### src/rtl/core/rftp_pkg.sv
// ============================================================================
// rftp_pkg: shared constants and types for the rolling frame-time percentile
// Window geometry, history limit, derived widths and register indexes.
// ============================================================================
package rftp_pkg;

    localparam int WINDOW        = 64;
    localparam int HISTORY_LIMIT = 65536;

    localparam int TIME_W   = 24;
    localparam int PCT_W    = 7;
    localparam int WARMUP_W = 4;

    localparam int ADDR_W   = (WINDOW > 1) ? $clog2(WINDOW) : 1;
    localparam int FILL_W   = $clog2(WINDOW + 1);
    localparam int FRAMES_W = $clog2(HISTORY_LIMIT + 1);
    localparam int SUM_W    = TIME_W + $clog2(HISTORY_LIMIT);
    localparam int DIVCNT_W = $clog2(SUM_W + 1);

    // rank = ceil(p * n / 100) via reciprocal multiply
    localparam int RANK_W     = PCT_W + FILL_W + 1;
    localparam int RECIP_SH   = 24;
    localparam int RECIP      = ((1 << RECIP_SH) + 99) / 100;
    localparam int RECIP_W    = $clog2(RECIP + 1);
    localparam int RANK_BIAS  = 99;

    localparam int CFG_IDX_W  = 1;
    localparam int CFG_DATA_W = PCT_W;

    localparam logic [CFG_IDX_W-1:0] CFG_WARMUP     = 1'd0;
    localparam logic [CFG_IDX_W-1:0] CFG_PERCENTILE = 1'd1;

    localparam logic [WARMUP_W-1:0] WARMUP_RESET  = 4'd5;
    localparam logic [PCT_W-1:0]    PCT_RESET     = 7'd95;

    typedef logic [TIME_W-1:0] time_t;

endpackage

### src/rtl/core/rolling_frame_time_percentile.sv
// ============================================================================
// rolling_frame_time_percentile: rolling window percentile and mean
// of frame durations in microseconds.
//
// Input channel (in_valid/in_ready, frame_time_us): one word per finished
// frame. After warmup_frames frames, each duration enters a 64-entry ring
// and, up to the history limit, a running sum.
// Output channel (out_valid/out_ready): one word per input word with the
// selected percentile of the window, the truncated mean and the fill.
// Config channel (cfg_valid/cfg_ready, cfg_index, cfg_data): index 0 is
// warmup_frames, index 1 is percentile; always ready.
// One word at a time. The result registers after the input word once the
// selection has tried k <= n candidates for fill n: it scans the window
// memory through its single read port once per candidate. After warm-up
// the mean divider runs alongside and holds the result until the mean is done;
// an empty window skips the search. The next word is taken in the cycle
// after the result registers, even while the receiver stalls; a stalled
// receiver holds the following result until the register frees.
// Reset empties the window and sum and restores warm-up 5 and
// percentile 95; the window memory needs no clearing.
// ============================================================================
module rolling_frame_time_percentile
(
    input  logic                             clk,
    input  logic                             rst_n,
    input  logic                             in_valid,
    output logic                             in_ready,
    input  logic [rftp_pkg::TIME_W-1:0]      frame_time_us,
    output logic                             out_valid,
    input  logic                             out_ready,
    output logic [rftp_pkg::TIME_W-1:0]      percentile_time_us,
    output logic [rftp_pkg::TIME_W-1:0]      mean_time_us,
    output logic [rftp_pkg::FILL_W-1:0]      window_fill,
    input  logic                             cfg_valid,
    output logic                             cfg_ready,
    input  logic [rftp_pkg::CFG_IDX_W-1:0]   cfg_index,
    input  logic [rftp_pkg::CFG_DATA_W-1:0]  cfg_data
);

    localparam logic [2:0] S_IDLE  = 3'd0;
    localparam logic [2:0] S_RMUL  = 3'd1;
    localparam logic [2:0] S_RDIV  = 3'd2;
    localparam logic [2:0] S_RCLMP = 3'd3;
    localparam logic [2:0] S_LOAD  = 3'd4;
    localparam logic [2:0] S_SCAN  = 3'd5;
    localparam logic [2:0] S_CHECK = 3'd6;
    localparam logic [2:0] S_DONE  = 3'd7;

    localparam int AW = rftp_pkg::ADDR_W;
    localparam int FW = rftp_pkg::FILL_W;
    localparam int NW = rftp_pkg::FRAMES_W;
    localparam int SW = rftp_pkg::SUM_W;
    localparam int RW = rftp_pkg::RANK_W;
    localparam int PW = RW + rftp_pkg::RECIP_W;

    rftp_pkg::time_t                 mem [rftp_pkg::WINDOW];
    rftp_pkg::time_t                 rd_data_reg;
    logic [AW-1:0]                   rd_addr;
    logic                            mem_we;

    logic [2:0]                      state_reg, state_next;
    logic [rftp_pkg::WARMUP_W-1:0]   warmup_reg;
    logic [rftp_pkg::PCT_W-1:0]      pct_reg;
    logic [AW-1:0]                   slot_reg;
    logic [FW-1:0]                   fill_reg;
    logic [NW-1:0]                   frames_reg;
    logic [SW-1:0]                   sum_reg;

    logic [NW-1:0]                   frames_next;
    logic [SW-1:0]                   sum_next;
    logic                            past_next;
    logic [FW-1:0]                   fill_next;

    logic                            in_acc;
    logic                            past_reg;
    logic [FW-1:0]                   n_reg;
    logic [RW-1:0]                   rprod_reg;
    logic [FW:0]                     rq_reg;
    logic [FW-1:0]                   rank_reg;
    logic [AW-1:0]                   cand_reg;
    logic [FW-1:0]                   scan_reg;
    rftp_pkg::time_t                 cval_reg;
    logic [FW-1:0]                   less_reg;
    logic [FW-1:0]                   le_reg;
    rftp_pkg::time_t                 pct_val_reg;
    logic                            found;
    logic                            last_cand;
    logic [PW-1:0]                   rmul;

    logic                            div_busy;
    rftp_pkg::time_t                 div_q;

    logic                            out_valid_reg;
    logic                            out_load;
    rftp_pkg::time_t                 out_pct_reg;
    rftp_pkg::time_t                 out_mean_reg;
    logic [FW-1:0]                   out_fill_reg;

    assign in_ready  = (state_reg == S_IDLE);
    assign in_acc    = in_valid && in_ready;
    assign cfg_ready = 1'b1;

    // statistics update for the incoming word
    always_comb
    begin
        frames_next = frames_reg;
        sum_next    = sum_reg;
        if (frames_reg < NW'(rftp_pkg::HISTORY_LIMIT))
        begin
            frames_next = frames_reg + NW'(1);
            if (frames_next > NW'(warmup_reg))
            begin
                sum_next = sum_reg + SW'(frame_time_us);
            end
        end
        past_next = frames_next > NW'(warmup_reg);
        fill_next = fill_reg;
        if (past_next && (fill_reg < FW'(rftp_pkg::WINDOW)))
        begin
            fill_next = fill_reg + FW'(1);
        end
    end

    assign mem_we = in_acc && past_next;

    always_comb
    begin
        case (state_reg)
            S_SCAN:  rd_addr = scan_reg[AW-1:0];
            default: rd_addr = cand_reg;
        endcase
    end

    always_ff @(posedge clk)
    begin
        if (mem_we)
        begin
            mem[slot_reg] <= frame_time_us;
        end
        rd_data_reg <= mem[rd_addr];
    end

    always_ff @(posedge clk or negedge rst_n)
    begin
        if (!rst_n)
        begin
            warmup_reg <= rftp_pkg::WARMUP_RESET;
            pct_reg    <= rftp_pkg::PCT_RESET;
        end
        else if (cfg_valid && cfg_ready)
        begin
            case (cfg_index)
                rftp_pkg::CFG_WARMUP:     warmup_reg <= cfg_data[rftp_pkg::WARMUP_W-1:0];
                rftp_pkg::CFG_PERCENTILE: pct_reg    <= cfg_data;
                default:                  ;
            endcase
        end
    end

    always_ff @(posedge clk or negedge rst_n)
    begin
        if (!rst_n)
        begin
            slot_reg   <= '0;
            fill_reg   <= '0;
            frames_reg <= '0;
            sum_reg    <= '0;
        end
        else if (in_acc)
        begin
            frames_reg <= frames_next;
            sum_reg    <= sum_next;
            fill_reg   <= fill_next;
            if (past_next)
            begin
                slot_reg <= (slot_reg == AW'(rftp_pkg::WINDOW - 1))
                          ? '0 : slot_reg + AW'(1);
            end
        end
    end

    rftp_divider u_div
    (
        .clk      (clk),
        .rst_n    (rst_n),
        .start    (mem_we),
        .dividend (sum_next),
        .divisor  (frames_next - NW'(warmup_reg)),
        .busy     (div_busy),
        .quotient (div_q)
    );

    // rank search
    assign rmul      = PW'(rprod_reg) * PW'(rftp_pkg::RECIP);
    assign found     = (less_reg < rank_reg) && (rank_reg <= le_reg);
    assign last_cand = (cand_reg == AW'(n_reg - FW'(1)));
    assign out_load  = (state_reg == S_DONE) && !div_busy && (!out_valid_reg || out_ready);

    always_comb
    begin
        state_next = state_reg;
        case (state_reg)
            S_IDLE:  if (in_acc) state_next = S_RMUL;
            S_RMUL:  state_next = (n_reg == '0) ? S_DONE : S_RDIV;
            S_RDIV:  state_next = S_RCLMP;
            S_RCLMP: state_next = S_LOAD;
            S_LOAD:  state_next = S_SCAN;
            S_SCAN:  if (scan_reg == n_reg) state_next = S_CHECK;
            S_CHECK: state_next = found ? S_DONE : S_LOAD;
            S_DONE:  if (out_load) state_next = S_IDLE;
            default: state_next = S_IDLE;
        endcase
    end

    always_ff @(posedge clk or negedge rst_n)
    begin
        if (!rst_n)
        begin
            state_reg <= S_IDLE;
        end
        else
        begin
            state_reg <= state_next;
        end
    end

    always_ff @(posedge clk)
    begin
        case (state_reg)
            S_IDLE:
            begin
                n_reg    <= fill_next;
                past_reg <= past_next;
            end
            S_RMUL:
            begin
                rprod_reg   <= RW'(pct_reg) * RW'(n_reg) + RW'(rftp_pkg::RANK_BIAS);
                pct_val_reg <= '0;
            end
            S_RDIV:
            begin
                rq_reg <= rmul[rftp_pkg::RECIP_SH +: FW+1];
            end
            S_RCLMP:
            begin
                if (rq_reg == '0)
                    rank_reg <= FW'(1);
                else if (rq_reg > {1'b0, n_reg})
                    rank_reg <= n_reg;
                else
                    rank_reg <= rq_reg[FW-1:0];
                cand_reg <= '0;
            end
            S_LOAD:
            begin
                scan_reg <= '0;
                less_reg <= '0;
                le_reg   <= '0;
            end
            S_SCAN:
            begin
                scan_reg <= scan_reg + FW'(1);
                if (scan_reg == '0)
                begin
                    cval_reg <= rd_data_reg;
                end
                else
                begin
                    less_reg <= less_reg + FW'(rd_data_reg < cval_reg);
                    le_reg   <= le_reg + FW'(rd_data_reg <= cval_reg);
                end
            end
            S_CHECK:
            begin
                if (found)
                    pct_val_reg <= cval_reg;
                else
                    cand_reg <= cand_reg + AW'(1);
            end
            default: ;
        endcase
    end

    always_ff @(posedge clk or negedge rst_n)
    begin
        if (!rst_n)
        begin
            out_valid_reg <= 1'b0;
        end
        else if (out_load)
        begin
            out_valid_reg <= 1'b1;
        end
        else if (out_ready)
        begin
            out_valid_reg <= 1'b0;
        end
    end

    always_ff @(posedge clk)
    begin
        if (out_load)
        begin
            out_pct_reg  <= pct_val_reg;
            out_mean_reg <= past_reg ? div_q : '0;
            out_fill_reg <= n_reg;
        end
    end

    assign out_valid          = out_valid_reg;
    assign percentile_time_us = out_pct_reg;
    assign mean_time_us       = out_mean_reg;
    assign window_fill        = out_fill_reg;

    a_fill_bound: assert property (@(posedge clk) disable iff (!rst_n)
        fill_reg <= FW'(rftp_pkg::WINDOW))
        else $error("window fill beyond depth");

    a_frames_bound: assert property (@(posedge clk) disable iff (!rst_n)
        frames_reg <= NW'(rftp_pkg::HISTORY_LIMIT))
        else $error("frame count beyond history limit");

    a_last_found: assert property (@(posedge clk) disable iff (!rst_n)
        (state_reg == S_CHECK) && last_cand |-> found)
        else $error("rank not found in window");

    a_div_idle_on_accept: assert property (@(posedge clk) disable iff (!rst_n)
        in_acc |-> !div_busy)
        else $error("word accepted while mean divider busy");

    a_load_after_div: assert property (@(posedge clk) disable iff (!rst_n)
        out_load |=> out_valid_reg && !div_busy)
        else $error("result registered before mean ready");

endmodule

### src/rtl/core/rftp_divider.sv
// ============================================================================
// rftp_divider: restoring divider for the running mean
// One quotient bit per cycle; the quotient saturates to the time width.
// ============================================================================
module rftp_divider
(
    input  logic                          clk,
    input  logic                          rst_n,
    input  logic                          start,
    input  logic [rftp_pkg::SUM_W-1:0]    dividend,
    input  logic [rftp_pkg::FRAMES_W-1:0] divisor,
    output logic                          busy,
    output rftp_pkg::time_t               quotient
);

    logic                            busy_reg;
    logic                            busy_next;
    logic [rftp_pkg::DIVCNT_W-1:0]   cnt_reg;
    logic [rftp_pkg::DIVCNT_W-1:0]   cnt_next;
    logic [rftp_pkg::FRAMES_W:0]     rem_reg;
    logic [rftp_pkg::SUM_W-1:0]      quo_reg;
    logic [rftp_pkg::FRAMES_W-1:0]   dvs_reg;

    logic [rftp_pkg::FRAMES_W:0]     shifted;
    logic [rftp_pkg::FRAMES_W:0]     diff;
    logic                            ge;

    assign shifted = {rem_reg[rftp_pkg::FRAMES_W-1:0], quo_reg[rftp_pkg::SUM_W-1]};
    assign ge      = shifted >= {1'b0, dvs_reg};
    assign diff    = shifted - {1'b0, dvs_reg};

    always_comb
    begin
        busy_next = busy_reg;
        cnt_next  = cnt_reg;
        if (start)
        begin
            busy_next = 1'b1;
            cnt_next  = rftp_pkg::DIVCNT_W'(rftp_pkg::SUM_W);
        end
        else if (busy_reg)
        begin
            cnt_next = cnt_reg - rftp_pkg::DIVCNT_W'(1);
            if (cnt_reg == rftp_pkg::DIVCNT_W'(1))
            begin
                busy_next = 1'b0;
            end
        end
    end

    always_ff @(posedge clk or negedge rst_n)
    begin
        if (!rst_n)
        begin
            busy_reg <= 1'b0;
            cnt_reg  <= '0;
        end
        else
        begin
            busy_reg <= busy_next;
            cnt_reg  <= cnt_next;
        end
    end

    always_ff @(posedge clk)
    begin
        if (start)
        begin
            rem_reg <= '0;
            quo_reg <= dividend;
            dvs_reg <= divisor;
        end
        else if (busy_reg)
        begin
            rem_reg <= ge ? diff : shifted;
            quo_reg <= {quo_reg[rftp_pkg::SUM_W-2:0], ge};
        end
    end

    assign busy     = busy_reg;
    assign quotient = (|quo_reg[rftp_pkg::SUM_W-1:rftp_pkg::TIME_W])
                    ? {rftp_pkg::TIME_W{1'b1}}
                    : quo_reg[rftp_pkg::TIME_W-1:0];

endmodule
### config.mk
export PLATFORM = sky130hd
export DESIGN_NAME = rolling_frame_time_percentile
export DESIGN_NICKNAME = d
export VERILOG_FILES = /design/src/rtl/core/rftp_pkg.sv /design/src/rtl/core/rolling_frame_time_percentile.sv /design/src/rtl/core/rftp_divider.sv
export SDC_FILE = /design/constraint.sdc
export NUM_CORES = 2
export LEC_CHECK = 0
export BUFFER_PORTS_ARGS = -buffer_cell sky130_fd_sc_hd__buf_2
export CAP_MARGIN = 20
export CORE_MARGIN = 2
export CORE_UTILIZATION = 23
export CTS_BUF_LIST = sky130_fd_sc_hd__clkbuf_2 sky130_fd_sc_hd__clkbuf_4 sky130_fd_sc_hd__clkbuf_8
export DETAILED_ROUTE_END_ITERATION = 16
export SETUP_SLACK_MARGIN = 0.2
export SYNTH_ARGS = -nofsm -noshare
export SYNTH_HDL_FRONTEND = slang
export SYNTH_SLANG_ARGS = --single-unit
### constraint.sdc
create_clock -name clk -period 6.35 [get_ports clk]
set_clock_uncertainty 0.15 [all_clocks]
set_input_delay 0.3175 -clock clk [delete_from_list [all_inputs] [get_ports clk]]
set_output_delay 0.3175 -clock clk [all_outputs]
set_load 0.01 [all_outputs]
==> summary.txt <==
Global routing
  • Maximum number of pins on one net before global-route repair: 130
  • Overall fraction of global-route tracks in use: between 10% and 20%
  • Wire length of the first global-routing pass: roughly 320 mm
  • Vias in the first global route: about 48000
  • Antenna violations before repair: 37
  • Overflow after GRT: 0

Clocking
  • Number of buffers on the longest clock path: 4
  • Clock tree from TritonCTS: done
  • H-tree depth: 5
  • # clock sinks: around 1900
  • Cts bufs inserted: 329
  • Clk Latency, worst-skew pair: around 1.0 ns
  • Root Buffer: clkbuf_8
  • Clock edge transition at the registers on the reported setup and hold paths: approximately 0.060 ns

Cells and area
  • Final #Nets: 5973
  • Layout Utilization: about 27%
  • Fraction of final layout cells with drive strength greater than 1: between 20% and 30%
  • Area of all placed cells without fillers: roughly 98000 sq um
  • Seq. cell area: 56000 sq um
  • Most common cell after layout, fill and taps aside: edfxtp_1
  • Area grow syn2layout: 16.7%
  • Fillers: ~36000
  • Flip-flop count of the largest register, all copies and words added: between 1500 and 2000
  • Total area of multi-input combinational cells: around 26000 sq um
  • Commonest non-fill, non-tap cells in the layout: edfxtp_1 (1761), nand2_1 (518), mux4_2 (384)

Floorplan
  • Die Area: 369000 sq um
  • Number of I/O pins: between 90 and 100
  • Core area: 363000 sq um
  • Row count: about 220
  • Die W: between 600 and 700 microns
  • Floorplan die height: between 600 and 700 microns
  • Effective utilization at floorplan: 23.1%

Critical path
  • Crit path from: rprod_reg[3]
  • Worst r2r dst: rq_reg[6]
  • Class of the most critical setup path: reg -> reg
  • Worst setup path end: rq_reg[6]
  • CP Capture Type: register
  • Worst EP arrival: about 6.6 ns
  • Reg-to-reg startpoint: rprod_reg[3]
  • Req. time, crit path: between 6 and 7 ns
  • Depth of the worst register-to-register path: 20
  • Register-to-register setup slack: about 0.26 ns
  • Startpoint class of the critical path: register
  • Largest fanout on the critical path: 3

Yosys
  • Synth Area in Compound Gates: under 10%
  • Adder and majority gate portion of the synthesized area: under 10%
  • Cells after Synth: between 5000 and 6000
  • Area share of the leading cell type in the synthesized netlist: 63.1%
  • Synth Register Bits: approximately 1900
  • Area share of xor/xnor cells in the synthesized design: under 10%
  • Yosys synthesis warning count: 0
  • Multiplexer fraction of the synthesized cell area: 11.2%
  • Avg Inst Size Synth: 16.4 sq um
  • Sequential cell area fraction in the yosys report: 66.8%
  • EDFF count, synth: between 1500 and 2000
  • Fraction of registers with async set or reset after synthesis: under 10%
  • Top area cells in the synthesized netlist: edfxtp_1 (63%), mux4_2 (10%), ha_1 (4.0%)
  • Mapped Area: about 84000 sq um
  • Synthesized-area fraction occupied by and/or/nand/nor cells: about 6.2%
  • Combinational family with the most area after synthesis: multiplexers
  • Post-Synthesis Net Count: approximately 5600
  • Biggest area consumer among synthesized cells: edfxtp_1
  • Synth cell types: 85
  • Main flop type after synthesis: edfxtp_1

Placed design
  • Post-Place Cell Area: just over 90000 sq um
  • Global placer's final weighted congestion: approximately 0.86
  • Post-DP HPWL: roughly 140 mm
  • PortBufs: 93

STA
  • Final Hold Slack: between 0.15 and 0.2 ns
  • Max Clock Freq: around 160 MHz
  • Number of setup violations in the final report: 0
  • Slew Limit Headroom: between 20% and 30%
  • Final worst path period share: about 96%
  • Number of pins with negative max-slew slack in the final report: 0
  • Final period demand of the worst path: 6.09 ns
  • Unrepaired setup endpoints after global routing: true
  • Actual transition at the worst max-transition pin: between 1 and 1.5 ns
  • Hold violation total from the final report: 0
  • Setup_tns: 0 ns

Routing
  • Detail-routed via count per cell: ~4.4
  • Per-cell routed wire length: approximately 20 microns
  • Post-DRT Antenna Nets: 0
  • Final routed DRC violation total: 0
  • DRT Wirelength: 213 mm
  • Detailed-routing iteration count for the pre-antenna-repair pass: 6
  • Violation count after the first detailed-routing iteration: slightly above 4000
  • Via count: about 46000

Status
  • Result of the run: finished clean

Worst hold path
  • Classification of the worst-slack hold path: in -> reg

Flow run
  • Max-cap violations: 0
[timing repair]
action / CTS / global route
pin swaps: 6 / 19
hold buffers: 55 / 0
hold endpoints to repair: 1022 / 0
endpoints found under the setup margin: 7 / 5
gates resized for setup: 8 / 16
buffers inserted: 2 / 6
[per-layer routing]
layer  global-route usage [%]  part of all wire, %  vias to the layer above
met5                        0                0.039                        -
met1                     14.8                   43                    23900
met4                     4.33                  3.6                       14
met3                     2.48                  6.7                      384
met2                     18.2                   47                     1525
li1                         -                    -                    20500
[worst max-delay path: stages, from the launching register on]
cell	delay, ns
edfxtp_1	0.40
inv_2	0.09
fa_2	0.48
fa_1	0.58
inv_2	0.05
fa_1	0.51
fa_1	0.42
fa_1	0.49
inv_1	0.05
fa_1	0.47
inv_1	0.05
ha_2	0.17
or4_1	0.40
a2111o_1	0.41
a211oi_4	0.29
a211oi_4	0.10
and3_4	0.22
o21ai_4	0.13
a21oi_2	0.08
buf_4	0.14
xor2_1	0.13
[cells by family after synthesis]
kind of cell / after synthesis
DFF: 1894
and+or+nand+nor: 1133
AOI/OAI and AO/OA: 555
buffers and inverters: 539
muxes: 451
adders and majority gates: 390
xor gates and xnor gates: 162
other: 1
[cell type report]
cell class,count,area share [%]
flip-flops and latches,1894,57.3
multi-input cells,2692,26.4
well taps,4794,6.13
clock buffers,452,5.68
repair buffers,335,2.67
inverters,294,1.13
clock inverters,115,0.691
diodes,8,0.0205
[synthesized netlist by cell type, drive strengths merged (34+ instances only)]
| cell | number |
|---|---|
| a21oi | 71 |
| a211oi | 65 |
| xor2 | 62 |
| nor2 | 199 |
| ha | 268 |
| mux4 | 384 |
| nand4 | 34 |
| inv | 294 |
| o21a | 49 |
| buf | 124 |
| and2 | 89 |
| mux2 | 34 |
| dfrtp | 84 |
| edfxtp | 1761 |
| nand2 | 521 |
| nand3 | 111 |
| xnor2 | 100 |
| nor3 | 35 |
| dfxtp | 41 |
| clkbuf | 121 |
| a31oi | 62 |
| fa | 122 |
| o21ai | 150 |
[how the worst min path moves through the flow]
| stage | from | end | depth (start not counted) |
|---|---|---|---|
| final | in_valid | state_reg[0] | 3 |
| after global routing | in_valid | state_reg[0] | 3 |
| after CTS | in_valid | state_reg[0] | 3 |
| after detailed placement | rst_n | out_valid | 1 |
| after global placement | rst_n | out_valid | 1 |
| after floorplan | rst_n | fill_reg[0] | 0 |
[stage by stage]
step | instances | setup WS, ns
final | 10600 | 0.256
after global routing | 10600 | 0.0516
after CTS | 10600 | 0.207
after detailed placement | 9945 | -0.117
after global placement | 9944 | -0.179
after floorplan | 5125 | 0.493
Power is not shown: default switching activity piles up to over one toggle a cycle in this logic, so the estimate is an artifact.
